File: src/fsp_pkg.sv
// shared constants and codes for the scrambled fsk pulse shaper
// no dependencies; imported by every module of the block
package fsp_pkg;

   localparam int PHASES_DEF = 32;
   localparam int TAPS_DEF   = 8;

   localparam int COEF_W  = 16;
   localparam int PHASE_W = 16;
   localparam int SCR_W   = 19;

   localparam logic [PHASE_W-1:0] STEP_RESET = 16'd43690;
   localparam logic [PHASE_W-1:0] MIN_STEP   = 16'd4096;

   // item command codes
   localparam logic CMD_COEF = 1'b0;
   localparam logic CMD_XMIT = 1'b1;

endpackage

File: src/fsp_tap_sum.sv
// signed tap sum: add a tap for a history one, subtract it for a zero
// result wraps to 16 bits; depends on fsp_pkg
module fsp_tap_sum
   import fsp_pkg::*;
#(
   parameter int TAPS = TAPS_DEF
) (
   input  logic [TAPS-1:0][COEF_W-1:0] row,
   input  logic [TAPS-1:0]             history,
   output logic [COEF_W-1:0]           sum
);

   always_comb begin
      logic [COEF_W-1:0] acc;
      acc = '0;
      for (int t = 0; t < TAPS; t++) begin
         if (history[t]) begin
            acc = acc + row[t];
         end else begin
            acc = acc - row[t];
         end
      end
      sum = acc;
   end

endmodule

File: config.mk
export PLATFORM = sky130hd
export DESIGN_NAME = fsp_tap_sum
export DESIGN_NICKNAME = d
export VERILOG_FILES = /design/src/fsp_pkg.sv /design/src/fsp_tap_sum.sv
export SDC_FILE = /design/constraint.sdc
export NUM_CORES = 1
export LEC_CHECK = 0
export BUFFER_PORTS_ARGS = -buffer_cell sky130_fd_sc_hd__buf_2
export CAP_MARGIN = 20
export CORE_MARGIN = 2
export CORE_UTILIZATION = 35
export DETAILED_ROUTE_END_ITERATION = 10
export GPL_TIMING_DRIVEN = 0
export PLACE_DENSITY_LB_ADDON = 0.2
export SYNTH_ARGS = -nofsm -noshare
export SYNTH_HDL_FRONTEND = slang
export SYNTH_SLANG_ARGS = --single-unit
File: constraint.sdc
create_clock -name vclk -period 8.42
set_input_delay 0.842 -clock vclk [all_inputs]
set_output_delay 0.842 -clock vclk [all_outputs]
set_load 0.01 [all_outputs]
==> results summary <==
The floorplan die width is 143 um. The number of failing hold endpoints at the final stage is 0. The fraction of the yosys area taken by sequential cells came out at 0%. The number of I/O pins came out at 152. Counting every net in the synthesized netlist gives 1,206. In this run the worst hold path is classified as in -> out. Among cell families on the critical path, the largest total delay comes from adder cells.

The worst path in the final design needs a cycle of 9.08 ns, including I/O delays and setup. The top cell types in the final layout, fill and taps aside, are 148 x buf_2, 133 x nor2_1, 100 x xor2_1, 88 x xnor2_1, 88 x ha_1. The number of setup violations in the final report came out at 6.

For this block, the initial DRC count from the detailed router was 230. The final reports fail on negative setup slack. The filler cells instantiated in the layout total 1,905. In the final layout, the multi-input gates occupy 7330 sq um. The total placed cells including tap cells came out at 1,362. The floorplan has 50 rows.

The clock tree buffer count of the final layout is 0. The starting utilization of the core area is 35.9%. The core region area came out at 18,800 sq um.

The count of cells in the finished layout, fillers not included, comes to 1,436. The placed wire-length estimate came out at 15,700 um. In the global route stage, overall resource usage came out at 16.8%. The final routed wire length divided by cell count is 13.2 um. The setup path with the least slack is of type in -> out. The slowest stage of the critical path belongs to the cell fa_2. The total number of sequential cells came out at 0.

The setup TNS came out at -2.42 ns. A synthesized cell averages 7.12 sq um. The post-place setup slack is -0.978 ns. The remaining global-route overflow came out at 0. The first-pass detailed-route iteration total is 5.

The worst setup path is captured at an output pin. From synthesis to final layout, the design area changed by 37.9%. Leaving out fill and tap cells, the most frequent cell in the layout is buf_2. The initial antenna violation count is 3.

After synthesis the cells add up to 6760 sq um. The overall die area is 20,500 sq um. The type of origin of the critical path is an input pin. The maximum fanout along the worst path came out at 4.

The final period utilization is 108%. The vertical extent of the die came out at 143 um. STA puts the critical path data arrival time at 8.24 ns. The total wire length is 19,000 um. The via total after detailed routing is 7,206.

After the last flow step, the layout net total stands at 1,431. After clock tree synthesis, the flow added hold-fix buffers numbering 0. The worst-margin pin slew is 0.822 ns. The number of antenna-violating nets in the routed design is 0. The highest clock rate is 0.110 GHz. The count of unique library cells instantiated by Yosys came out at 59. Counting stages on the worst path, the most repeated cell is a21oi_2. In the routed design, unresolved DRC markers number 0. The final max-slew violation count was 0.

The sequential cell area came out at 0 sq um. The run finished, with violations left. In this run the tightest slew margin relative to its limit is 44.4%. The Yosys warning count came out at 0. The number of buffer and inverter stages on the critical path is 6.

After technology mapping, the gate count stands at 950. The post-layout worst setup margin came out at -0.663 ns. Max-cap violations in this run came to 0. The via count of the first global-routing pass came out at 6,359. The required time of the critical path came out at 7.58 ns.

The post-detailed-route via-to-cell ratio came out at 5.02. At the end of routability-driven placement, the weighted congestion stood at 0.803. The global-route wire length before repair is 29,200 um. In the final layout, the share of cells above drive strength 1 is 33.2%. The maximum number of pins on one net before global-route repair is 11. The number of input and output port buffers inserted is 152.

The largest single stage delay on the critical path is 0.63 ns. Setup repair after global routing could not meet its margin everywhere.
## timing repair
action | 4_1_cts | 5_1_grt
buffers inserted | 39 | 33
gates resized for setup | 57 | 121
pin swaps | 58 | 109
endpoints found under the setup margin | 7 | 7
## layout make-up
cell class         count  share of cell area [%]
inverters             57                    2.40
plain buffers          8                   0.402
well taps            260                    3.49
repair buffers       223                    15.0
multi-input cells    885                    78.6
diodes                 3                  0.0805
## cells in the mapped netlist (2+ instances only)
cell type	n	area share, %
a211oi_1	7	0.78
a21boi_0	3	0.33
a21o_1	15	1.7
a21oi_1	102	7.5
a31o_2	4	0.52
a31oi_1	19	1.8
a41o_1	2	0.30
a41oi_1	3	0.39
and2_1	3	0.28
and3_1	4	0.37
clkbuf_1	8	0.44
fa_1	7	2.1
ha_1	113	21
inv_1	57	3.2
mux2_2	8	1.3
nand2_1	39	2.2
nand2b_1	12	1.1
nand3_1	12	0.89
nor2_1	149	8.3
nor2b_1	5	0.46
nor3_1	48	3.6
nor3_2	3	0.44
nor3b_2	3	0.55
nor4_1	11	1.0
o211ai_1	4	0.44
o21a_1	10	1.1
o21ai_0	20	1.5
o21ai_1	6	0.44
o21bai_1	19	2.1
o311a_1	3	0.44
o311ai_0	3	0.39
o31a_1	3	0.39
o31ai_1	3	0.33
o41a_1	2	0.33
o41ai_1	4	0.52
o41ai_2	2	0.48
or3_1	7	0.65
or4_1	4	0.44
or4_4	3	0.50
xnor2_1	101	13
xnor3_1	2	0.67
xor2_1	100	13
## per-layer routing
metal  vias up  track usage [%]  routed length [um]  part of all wire, %
li1       3845                -                   -                    -
met1      3240             24.7                9520                   50
met2       121             28.7                8830                   46
met3         0            0.738                 666                  3.5
met4         0            0.365                   0                    0
met5         -                0                   0                    0
## logic make-up (layout without fill, tap and decap cells)
kind of cell	count (synthesis)	count (layout)	share of synthesized area, %
XOR/XNOR	204	204	27.0
AO/OA/AOI/OAI	239	239	22.6
AND/OR/NAND/NOR	314	314	22.5
buffers and inverters	65	288	3.61
other	0	3	0
adder cells (fa/ha/maj)	120	120	23.0
multiplexers	8	8	1.33
## metrics by stage
stage          hold slack [ns]  utilization [%]  area, sq um
5_1_grt                   2.10             49.5         9320
2_1_floorplan             1.83                -         6860
3_5_place_dp              2.06             42.2         7950
4_1_cts                   2.06             45.0         8480
3_3_place_gp              2.06             42.2         7950
6_report                  2.06             49.5         9330
## worst paths after layout
path | cells after the start | end | startpoint | slack, ns
worst min-delay path | 3 | sum[0] | row[112] | 2.06
worst max-delay path | 40 | sum[15] | row[1] | -0.66
Power is not shown: default switching activity piles up to over one toggle a cycle in this logic, so the estimate is an artifact.
