`config.mk`:
```
export PLATFORM = sky130hd
export DESIGN_NAME = fsp_phase_gen
export DESIGN_NICKNAME = d
export VERILOG_FILES = /design/src/fsp_pkg.sv /design/src/fsp_phase_gen.sv
export SDC_FILE = /design/constraint.sdc
export NUM_CORES = 1
export LEC_CHECK = 0
export ABC_AREA = 0
export BUFFER_PORTS_ARGS = -buffer_cell sky130_fd_sc_hd__buf_4
export CAP_MARGIN = 15
export CORE_ASPECT_RATIO = 1.2
export CORE_MARGIN = 10
export CORE_UTILIZATION = 40
export DETAILED_ROUTE_END_ITERATION = 7
export PLACE_DENSITY = 0.55
export SYNTH_ARGS = -nofsm -noshare
export SYNTH_HDL_FRONTEND = slang
export SYNTH_SLANG_ARGS = --single-unit
```
`constraint.sdc`:
```
create_clock -name clock -period 5.25 [get_ports clock]
set_input_delay 1.575 -clock clock [delete_from_list [all_inputs] [get_ports clock]]
set_output_delay 1.575 -clock clock [all_outputs]
set_load 0.05 [all_outputs]
```
`src/fsp_pkg.sv`:
```
// shared constants and codes for the scrambled fsk pulse shaper
// no dependencies; imported by every module of the block
package fsp_pkg;

   localparam int PHASES_DEF = 32;
   localparam int TAPS_DEF   = 8;

   localparam int COEF_W  = 16;
   localparam int PHASE_W = 16;
   localparam int SCR_W   = 19;

   localparam logic [PHASE_W-1:0] STEP_RESET = 16'd43690;
   localparam logic [PHASE_W-1:0] MIN_STEP   = 16'd4096;

   // item command codes
   localparam logic CMD_COEF = 1'b0;
   localparam logic CMD_XMIT = 1'b1;

endpackage

```
`src/fsp_phase_gen.sv`:
```
// sample phase accumulator, scrambler and bit history
// gives the polyphase set of the next sample; depends on fsp_pkg
module fsp_phase_gen
   import fsp_pkg::*;
#(
   parameter int PHASES = PHASES_DEF,
   parameter int TAPS   = TAPS_DEF,
   localparam int SET_W = $clog2(PHASES)
) (
   input  logic               clock,
   input  logic               reset,
   input  logic               step_en,
   input  logic [PHASE_W-1:0] step,
   input  logic               data_bit,
   output logic [SET_W-1:0]   rd_set,
   output logic [TAPS-1:0]    history,
   output logic               done
);

   localparam int PROD_W = PHASE_W + SET_W;

   logic [PHASE_W-1:0] phase_ff, phase_in;
   logic [SCR_W-1:0]   scr_ff, scr_in;
   logic [TAPS-1:0]    hist_ff, hist_in;
   logic               done_ff, done_in;
   logic [PHASE_W:0]   phase_sum;
   logic [SCR_W-1:0]   scr_shift;
   logic [PROD_W-1:0]  set_prod;

   // next phase and wrap
   assign phase_sum = {1'b0, phase_ff} + {1'b0, step};

   // set = (phase * PHASES) >> 16
   assign set_prod = PROD_W'(phase_sum[PHASE_W-1:0]) * PROD_W'(PHASES);
   assign rd_set   = set_prod[PROD_W-1:PHASE_W];

   // scrambler step with inverted data bit, bits 6 and 1 flipped when bit 18 is set
   always_comb begin
      scr_shift = {scr_ff[SCR_W-2:0], scr_ff[0] ^ data_bit ^ 1'b1};
      if (scr_shift[SCR_W-1]) begin
         scr_shift = scr_shift ^ SCR_W'(7'b1000010);
      end
   end

   // state update per sample, bit consumed at the wrap
   always_comb begin
      phase_in = phase_ff;
      scr_in   = scr_ff;
      hist_in  = hist_ff;
      done_in  = done_ff;
      if (step_en) begin
         phase_in = phase_sum[PHASE_W-1:0];
         done_in  = phase_sum[PHASE_W];
         if (phase_sum[PHASE_W]) begin
            scr_in  = scr_shift;
            hist_in = {hist_ff[TAPS-2:0], scr_shift[17]};
         end
      end
   end

   always_ff @(posedge clock) begin
      if (reset) begin
         phase_ff <= '0;
         scr_ff   <= '0;
         hist_ff  <= '0;
         done_ff  <= 1'b0;
      end else begin
         phase_ff <= phase_in;
         scr_ff   <= scr_in;
         hist_ff  <= hist_in;
         done_ff  <= done_in;
      end
   end

   assign history = hist_ff;
   assign done    = done_ff;

endmodule

```
==> impl_metrics.env <==
export IMPL_cts_root_buf="clkbuf_8"
export IMPL_antenna_found_initial=0
export IMPL_syn_inst=292
export IMPL_leakage_nw=1.28
export IMPL_ys_flop_type="dfxtp_1"
export IMPL_crit_chain="buf_4 > ha_1 > fa_1 > a211oi_1 > o21ai_2 > o211ai_1 > nand3b_1 > xnor2_1 > buf_4"
export IMPL_synth_common_cells="dfxtp_1, mux2i_1, nand2b_1"
export IMPL_post_cts_buffers=0
export IMPL_cts_sinks=42
export IMPL_synth_edff_count=0
export IMPL_route_met2_wl_um=2670
export IMPL_synth_top_cell_area_share_pct=31.4
export IMPL_tightest_slew_ns=0.491
export IMPL_setup_tns_ns=0
export IMPL_die_width_um=94.7
export IMPL_final_antenna_net_count=0
export IMPL_maxCapViolCount=0
export IMPL_clkTransAtPathRegs_ns=0.09
export IMPL_dr_pass1_iters=4
export IMPL_dieArea_sq_um=10400
export IMPL_place_congestion=0.826
export IMPL_internal_power_mw=0.591
export IMPL_grt_usage_pct=11.3
export IMPL_area_growth_pct=12.3
export IMPL_viasPerCell=5.26
export IMPL_m1WireLength_um=2670
export IMPL_crit_top_cell="buf_4"
export IMPL_port_buffers=33
export IMPL_fmax_mhz=194
export IMPL_grt_max_degree=55
export IMPL_finalNetCount=350
export IMPL_drive_gt1_share_pct=19.1
export IMPL_cts_hold_buffers_added=0
export IMPL_drc=0
export IMPL_slew_viol_final=0
export IMPL_final_util_pct=46.4
export IMPL_ir_drop_mv=0.116
export IMPL_drt_iter0_drc=64
export IMPL_rsz0062_at_grt="false"
export IMPL_required_ns=3.68
export IMPL_finalHoldViolations=0
export IMPL_cpLargestDelayFamily="compound AO/OA/AOI/OAI gates"
export IMPL_vias=2097
export IMPL_grt_overflow=0
export IMPL_max_stage_delay_ns=0.43
export IMPL_syn_area_sq_um=2680
export IMPL_cts_path_max_buffers=2
export IMPL_crit_fanout=4
export IMPL_io_pins=34
export IMPL_finClkSkew_ns=0.00735
export IMPL_fp_coreArea_sq_um=6490
export IMPL_status="completed"
export IMPL_insertion_delay_ns=0.30
export IMPL_dp_hpwl_um=4130
export IMPL_period_minus_slack_ns=5.15
export IMPL_p_seq_share_pct=37.1
export IMPL_critPathLaunchType="input pin"
export IMPL_crit_slowest_cell="fa_1"
export IMPL_antennaDiodeCount=0
export IMPL_synth_fp_nets=329
export IMPL_clkPwrFrac_pct=23.3
export IMPL_die_h_um=110
export IMPL_arrival_ns=3.58
export IMPL_synth_cell_types=56
export IMPL_htree_levels=2
export IMPL_setup_violations_final=0
export IMPL_async_flop_share_pct=0
export IMPL_ys_seq_area_share_pct=31.4
export IMPL_start_util_pct=41.3
export IMPL_period_share_pct=98.2
export IMPL_syn_avg_cell_area_sq_um=9.18
export IMPL_synth_area_top_cells="dfxtp_1, mux2i_1, ha_1"
export IMPL_wl_met3_um=302
export IMPL_grt_pass1_wl_um=9580
export IMPL_swShare_pct=38.5
export IMPL_synth_most_common_cell="dfxtp_1"
export IMPL_wl_per_cell_um=14.4
export IMPL_synth_largest_area_cell="dfxtp_1"
export IMPL_ys_ff_latch=42
export IMPL_p_switching_mw=0.370
export IMPL_rows=32
export IMPL_cts_tree="built"
export IMPL_worstSetupPathType="input pin to primary output"
export IMPL_totalWireLength_um=5730
export IMPL_cp_num_buf_inv=2
export IMPL_yosys_warnings=0
export IMPL_end_kind="primary output"
export IMPL_grt_pass1_vias=2054
export IMPL_highest_signal_layer="met4"
export IMPL_cts_resized=0
export IMPL_max_slew_margin_pct=66.9
export IMPL_cts_buffers=5
export IMPL_hp_class="flip-flop to flip-flop"
export IMPL_combinationalPowerShare_pct=39.6
export IMPL_power_density_nw_per_um2=319
[cell usage in the layout, fill, tap and decap left out, drive strengths merged, types with 2 or more instances in the layout]
cell      synthesis  final
nand3             4      4
ha               16     16
or4               2      2
clkbuf            6      5
nand2b           30     30
o21ai             8      8
nand2            16     16
xor2              8      8
dfxtp            42     42
a21oi            17     17
nor3              5      5
and3              2      2
clkinvlp          0      2
nor4              2      2
xnor2             6      6
mux2i            32     32
a21o              4      4
o21a              6      6
nor3b             5      5
o211a             2      2
nand4             3      3
nand3b            2      2
a211oi            7      7
o211ai           11     11
buf              17     37
nor2             19     19
inv               6      7
[worst register-to-register path, stage by stage, from the launching register on]
cell      delay (ns)
dfxtp_1         0.32
ha_1            0.21
fa_1            0.43
a211oi_1        0.32
o21ai_2         0.16
buf_4           0.17
o21a_1          0.19
o21a_1          0.17
o32ai_1         0.24
[per-layer routing]
layer | global-route usage [%] | up-vias
met2 | 18.5 | 37
met4 | 3.43 | 0
li1 | - | 1080
met3 | 3.34 | 7
met1 | 14.1 | 973
met5 | 0 | -
[stage by stage]
step / power [mW] / area (sq um) / worst slack, ns / hold slack (ns) / instances
after CTS: 0.975 / 3010 / 0.116 / 0.488 / 399
after global routing: 1.03 / 3010 / 0.00546 / 0.511 / 399
after detailed placement: 0.746 / 2920 / 0.123 / 0.475 / 391
final: 0.961 / 3010 / 0.0959 / 0.483 / 399
after floorplan: 0.685 / 2680 / 0.383 / 0.458 / 292
after global placement: 0.744 / 2920 / 0.125 / 0.465 / 391
[cells by family after synthesis]
group	Yosys count	share of synthesized area [%]
flip-flops	42	31.4
XOR/XNOR	14	4.58
adder cells (fa/ha/maj)	17	8.22
buffers and inverters	29	6.30
AO/OA/AOI/OAI	64	17.9
multiplexers	32	12.0
AND/OR/NAND/NOR	94	19.7
[final timing paths]
path                            slack (ns)                      from  cells past startpoint                        end
worst min-delay path                  0.48   scr_ff[15]$_SDFFE_PP0P_                      2    scr_ff[16]$_SDFFE_PP0P_
worst max register to register        2.95  phase_ff[0]$_SDFFE_PP0P_                      8  phase_ff[10]$_SDFFE_PP0P_
worst min register to register        0.48   scr_ff[15]$_SDFFE_PP0P_                      2    scr_ff[16]$_SDFFE_PP0P_
worst max-delay path                   0.1                   step[0]                      9                  rd_set[3]
[flip-flops by register name, indices dropped and copies added (netlist names)]
register  count
done          1
phase_ff     16
scr_ff       17
history       8
[cell type report]
class / instances / area [sq um]
clock buffers: 5 / 68.8
clock inverters: 3 / 23.8
fillers: 675 / 3480
inverters: 6 / 22.5
multi-input cells: 221 / 1670
flip-flops and latches: 42 / 841
well taps: 85 / 106
repair buffers: 37 / 278
[power groups by stage]
stage | clock, mW | combinational, mW | sequential (mW)
final | 0.224 | 0.380 | 0.357
after CTS | 0.233 | 0.385 | 0.357
after global placement | 0 | 0.381 | 0.363
after global routing | 0.249 | 0.418 | 0.360
after detailed placement | 0 | 0.382 | 0.364
after floorplan | 0 | 0.322 | 0.363
(Power assumes the default switching activity.)
