==> config.mk <==
export PLATFORM = sky130hd
export DESIGN_NAME = fsp_coef_mem
export DESIGN_NICKNAME = d
export VERILOG_FILES = /design/src/fsp_pkg.sv /design/src/fsp_coef_mem.sv
export SDC_FILE = /design/constraint.sdc
export NUM_CORES = 2
export LEC_CHECK = 0
export ABC_CLOCK_PERIOD_IN_PS = 2900
export BUFFER_PORTS_ARGS = -buffer_cell sky130_fd_sc_hd__buf_2
export CORE_MARGIN = 2
export CORE_UTILIZATION = 33
export DETAILED_ROUTE_END_ITERATION = 10
export GPL_TIMING_DRIVEN = 0
export PLACE_DENSITY = 0.54
export SYNTH_ARGS = -nofsm -noshare
export SYNTH_HDL_FRONTEND = slang
export SYNTH_SLANG_ARGS = --single-unit
==> constraint.sdc <==
create_clock -name clock -period 2.9 [get_ports clock]
set_input_delay 0.145 -clock clock [delete_from_list [all_inputs] [get_ports clock]]
set_output_delay 0.145 -clock clock [all_outputs]
set_load 0.03 [all_outputs]
==> src/fsp_pkg.sv <==
// shared constants and codes for the scrambled fsk pulse shaper
// no dependencies; imported by every module of the block
package fsp_pkg;

   localparam int PHASES_DEF = 32;
   localparam int TAPS_DEF   = 8;

   localparam int COEF_W  = 16;
   localparam int PHASE_W = 16;
   localparam int SCR_W   = 19;

   localparam logic [PHASE_W-1:0] STEP_RESET = 16'd43690;
   localparam logic [PHASE_W-1:0] MIN_STEP   = 16'd4096;

   // item command codes
   localparam logic CMD_COEF = 1'b0;
   localparam logic CMD_XMIT = 1'b1;

endpackage

==> src/fsp_coef_mem.sv <==
// coefficient store: one row of taps per polyphase set, per-tap write enable
// registered row read; depends on fsp_pkg
module fsp_coef_mem
   import fsp_pkg::*;
#(
   parameter int PHASES = PHASES_DEF,
   parameter int TAPS   = TAPS_DEF,
   localparam int SET_W = $clog2(PHASES),
   localparam int TAP_W = $clog2(TAPS)
) (
   input  logic                           clock,
   input  logic                           wr_en,
   input  logic [SET_W-1:0]               wr_set,
   input  logic [TAP_W-1:0]               wr_tap,
   input  logic [COEF_W-1:0]              wr_value,
   input  logic                           rd_en,
   input  logic [SET_W-1:0]               rd_set,
   output logic [TAPS-1:0][COEF_W-1:0]    rd_row
);

   logic [TAPS-1:0][COEF_W-1:0] mem [PHASES];
   logic [TAPS-1:0][COEF_W-1:0] rd_row_ff;

   // single coefficient write into its tap lane
   always_ff @(posedge clock) begin
      if (wr_en) begin
         mem[wr_set][wr_tap] <= wr_value;
      end
   end

   // row read, data held until the next read
   always_ff @(posedge clock) begin
      if (rd_en) begin
         rd_row_ff <= mem[rd_set];
      end
   end

   assign rd_row = rd_row_ff;

endmodule

==> summary by stage <==
Hold path
The worst min-delay path class is primary input to flip-flop. The worst hold path terminates at mem[28][123]. The startpoint identified for the worst hold timing path is wr_value[11]. The worst hold path was traced through 2 stages.

Synthesis
The cell area after technology mapping is 157700 sq um. The total nets after synthesis is 6753. Averaged over all synthesized cells, the footprint is 23.46 sq um. The post-synthesis xor/xnor area fraction is 0%. Multiplexer cells account for 14.53% of the synthesized area. Summing the sequential cell areas from Yosys gives 80.44% of the chip area.

Synthesis produced a netlist whose cell count is 6721. The area share of and/or/nand/nor cells after synthesis is 1.446%. The top flip-flop cell by instance count after synthesis is sky130_fd_sc_hd__edfxtp_1. The async set-reset flop share out of synthesis is 0%.

The synthesized design contains 4224 enable-type register cells. Summing the areas of all compound-gate instances in the mapped netlist gives 2.222% of the synthesized area. The total of flip-flops plus latches after synthesis is 4224. The count of cell types in the netlist is 25.

The combinational family with the most area after synthesis is multiplexers. The post-synthesis share of cell area spent on full adders, half adders and majority gates is 0%. The Yosys step of the flow raised 0 warnings.

Final layout
The top cell types in the final layout, fill and taps aside, are 4224 x sky130_fd_sc_hd__edfxtp_1, 964 x sky130_fd_sc_hd__mux4_2, 452 x sky130_fd_sc_hd__o22ai_1. The area growth from synthesis to layout is 18.80%. The count of filler cells inserted in the layout is 42.06k.

The most common library cell in the layout ignoring fill and taps is sky130_fd_sc_hd__edfxtp_1. The share of layout cells above drive strength 1 is 32.28%. The layout net count is 7654. The cell area after layout is 187300 sq um. The post-layout utilization of the core is 39.40%.

Worst setup path
The required time of the worst setup path is 3.60 ns. The capturing point of the worst reg2reg path is rd_row[59]. The kind of critical path is primary input to flip-flop. Of all nets on the critical path, the largest fanout is 11. The slack of the worst reg-to-reg path is 0.50 ns. STA puts the critical path data arrival time at 3.63 ns. STA classifies the critical path startpoint as a primary input.

For the worst flop-to-flop path, the logic depth is 3. The start of the worst register-to-register path is mem[11][59]. The worst setup path is captured at a flip-flop.

Power and ir drop
The worst-case IR drop observed on VDD is 0.6032 mV. The power density normalized to cell area is 692.5 nW/um^2. Summed over all cells, the static leakage comes to 57.57 nW.

Clock network
The tree is rooted in a sky130_fd_sc_hd__clkbuf_16. The number of sinks handled by clock tree synthesis is 4224. The maximum level of the CTS H-tree is 5.

The clock passes through at most 4 buffers. The CTS buffer count is 441. The later-pin clock latency in the skew report is 1.03 ns. Clock-pin slew was measured on the worst setup and hold paths at 0.07 ns.

The clock tree from TritonCTS is yes.

Die
The initialized floorplan defines 253 standard-cell rows. The core region is 475500 sq um. Once the floorplan was initialized, standard cells occupied 33.17% of the core.

The die covers 483400 sq um. The die is 695.3 um tall. The width of the die is 695.3 um. The number of ports placed on the die boundary is 160.

Run
The tool flagged a number of max-cap violations equal to 1.

Route
The total detailed-routing wirelength is 470100 um. In this run the remaining antenna-violating nets after routing total 0. The number of vias after detailed routing is 77.39k. The first-pass iteration count of the detailed router is 6. The violation count after the first detailed-routing iteration is 10.45k.

In the routed design, unresolved DRC markers number 0. Dividing the detail-routed via count by the number of cells gives 5.380. Dividing the detail-routed wire length by the instance count gives 32.68 um.

STA
The highest clock frequency the design can meet is 342.2 MHz. In this run the tightest slew margin relative to its limit is 0.2624%. Across all hold checks on the routed design, the worst slack comes to 0.1631 ns. For the pin with the worst max-slew slack, the measured transition is 1.496 ns. The setup slack after layout is -0.02202 ns. The part of the cycle the worst path needs is 100.8%. The final max-slew violation count is 0. The setup TNS after final layout is -0.03778 ns. The clock arrives with 0.05929 ns of skew. The number of failing hold endpoints at the final stage was 0.

Setup repair after global routing left no endpoint under its margin. Setup violations remaining at the end of the flow were counted as 4. The final critical delay including setup and external delays is 2.922 ns.

Outcome
The flow ran to the end, but the final reports show violations. The checks that failed: max-capacitance violations, negative setup slack.

Place
Summed over all nets, the half-perimeter wirelength after detailed placement is 308800 um. The total placed instance area is 172800 sq um. The congestion estimate from routability-driven global placement came to 0.8060. During placement, the flow inserted port buffers numbering 155.

Global route
The via count of the first global-routing pass is 77.44k. Entering global routing, the biggest net connects 195 pins. The global-route wire length before repair is 638600 um. Global routing consumed, over all layers together, 19.06% of the routing resources.

The initial antenna violation count is 51. Summed over all layers, the global routing overflow is 0.
[flip-flops by register name, indices dropped and copies added, names as in the netlist]
register / cells
mem: 4096
rd_row: 128
[metal layers]
| layer | GRT usage, % | vias to the layer above | routed length (um) | share of wire [%] |
|---|---|---|---|---|
| li1 | - | 30930 | - | - |
| met1 | 26.07 | 42104 | 190600 | 41 |
| met2 | 30.76 | 3659 | 223800 | 48 |
| met3 | 3.888 | 684 | 40380 | 8.6 |
| met4 | 5.842 | 14 | 15230 | 3.2 |
| met5 | 0 | - | 96 | 0.020 |
[report_power, final]
part / switching (mW) / internal, mW
sequential: 0.0694 / 67.6
clock: 24.4 / 31.3
combinational: 4.34 / 2.03
[stage by stage]
stage / std cells / setup WS, ns / power (mW)
after floorplan: 6721 / 1.038 / 71.94
after CTS: 14356 / 0.0009013 / 130.9
after detailed placement: 13526 / -1.922 / 75.31
final: 14386 / -0.02202 / 129.7
after global routing: 14367 / 0.02402 / 133.4
after global placement: 13251 / -3.023 / 75.20
[cells in the mapped netlist (4+ instances only)]
cell type,instances,share of area (%)
sky130_fd_sc_hd__buf_2,167,0.53
sky130_fd_sc_hd__nor2_1,263,0.63
sky130_fd_sc_hd__nand4_1,16,0.063
sky130_fd_sc_hd__nand3_1,35,0.11
sky130_fd_sc_hd__nor3b_1,4,0.019
sky130_fd_sc_hd__clkbuf_1,98,0.23
sky130_fd_sc_hd__nor2b_1,8,0.032
sky130_fd_sc_hd__a22oi_1,90,0.43
sky130_fd_sc_hd__o22ai_1,452,1.8
sky130_fd_sc_hd__buf_1,9,0.021
sky130_fd_sc_hd__mux4_2,964,14
sky130_fd_sc_hd__nand2_1,40,0.095
sky130_fd_sc_hd__mux2i_1,120,0.76
sky130_fd_sc_hd__nor4_1,113,0.45
sky130_fd_sc_hd__edfxtp_1,4224,80
sky130_fd_sc_hd__buf_4,75,0.36
sky130_fd_sc_hd__buf_6,31,0.22
[area by class of cell]
cell class | instances | area, sq um | share of cell area (%)
diodes | 30 | 75.07 | 0.04007
clock inverters | 278 | 2693 | 1.437
well taps | 6375 | 7976 | 4.258
repair buffers | 458 | 6644 | 3.546
flip-flops and latches | 4224 | 126800 | 67.71
clock buffers | 524 | 11390 | 6.080
multi-input cells | 2117 | 29530 | 15.76
plain buffers | 380 | 2186 | 1.167
[logic make-up (layout without fill, tap and decap cells)]
| kind of cell | after synthesis | after routing |
|---|---|---|
| AO/OA/AOI/OAI | 542 | 542 |
| buffers and inverters | 380 | 1640 |
| flip-flops | 4224 | 4224 |
| multiplexers | 1084 | 1084 |
| other | 0 | 30 |
| AND/OR/NAND/NOR | 491 | 491 |
[worst max-delay path: stages]
cell and delay (ns):
sky130_fd_sc_hd__buf_2 0.16, sky130_fd_sc_hd__nor2b_1 0.14, sky130_fd_sc_hd__buf_2 0.19, sky130_fd_sc_hd__nand2_1 0.64, sky130_fd_sc_hd__buf_4 0.55, sky130_fd_sc_hd__buf_2 0.52, sky130_fd_sc_hd__o22ai_1 0.27, sky130_fd_sc_hd__nor4_1 0.92
[worst max-delay path by stage]
stage | startpoint | to | slack [ns] | cells past startpoint
final | rd_set[4] | rd_row[79] | -0.02 | 8
after floorplan | wr_en | mem[0][80] | 1.04 | 4
after global placement | rd_set[4] | rd_row[77] | -3.02 | 7
after CTS | rd_set[4] | rd_row[116] | 0.0009 | 8
after detailed placement | rd_set[4] | rd_row[77] | -1.92 | 8
after global routing | rd_set[4] | rd_row[83] | 0.02 | 8
[what timing repair did]
action / CTS / global route
resized for setup: 22 / 0
setup endpoints to repair: 61 / 0
setup buffers: 0 / 0
hold buffers: 28 / 0
endpoints found under the hold margin: 2599 / 0
(Power assumes the default switching activity.)
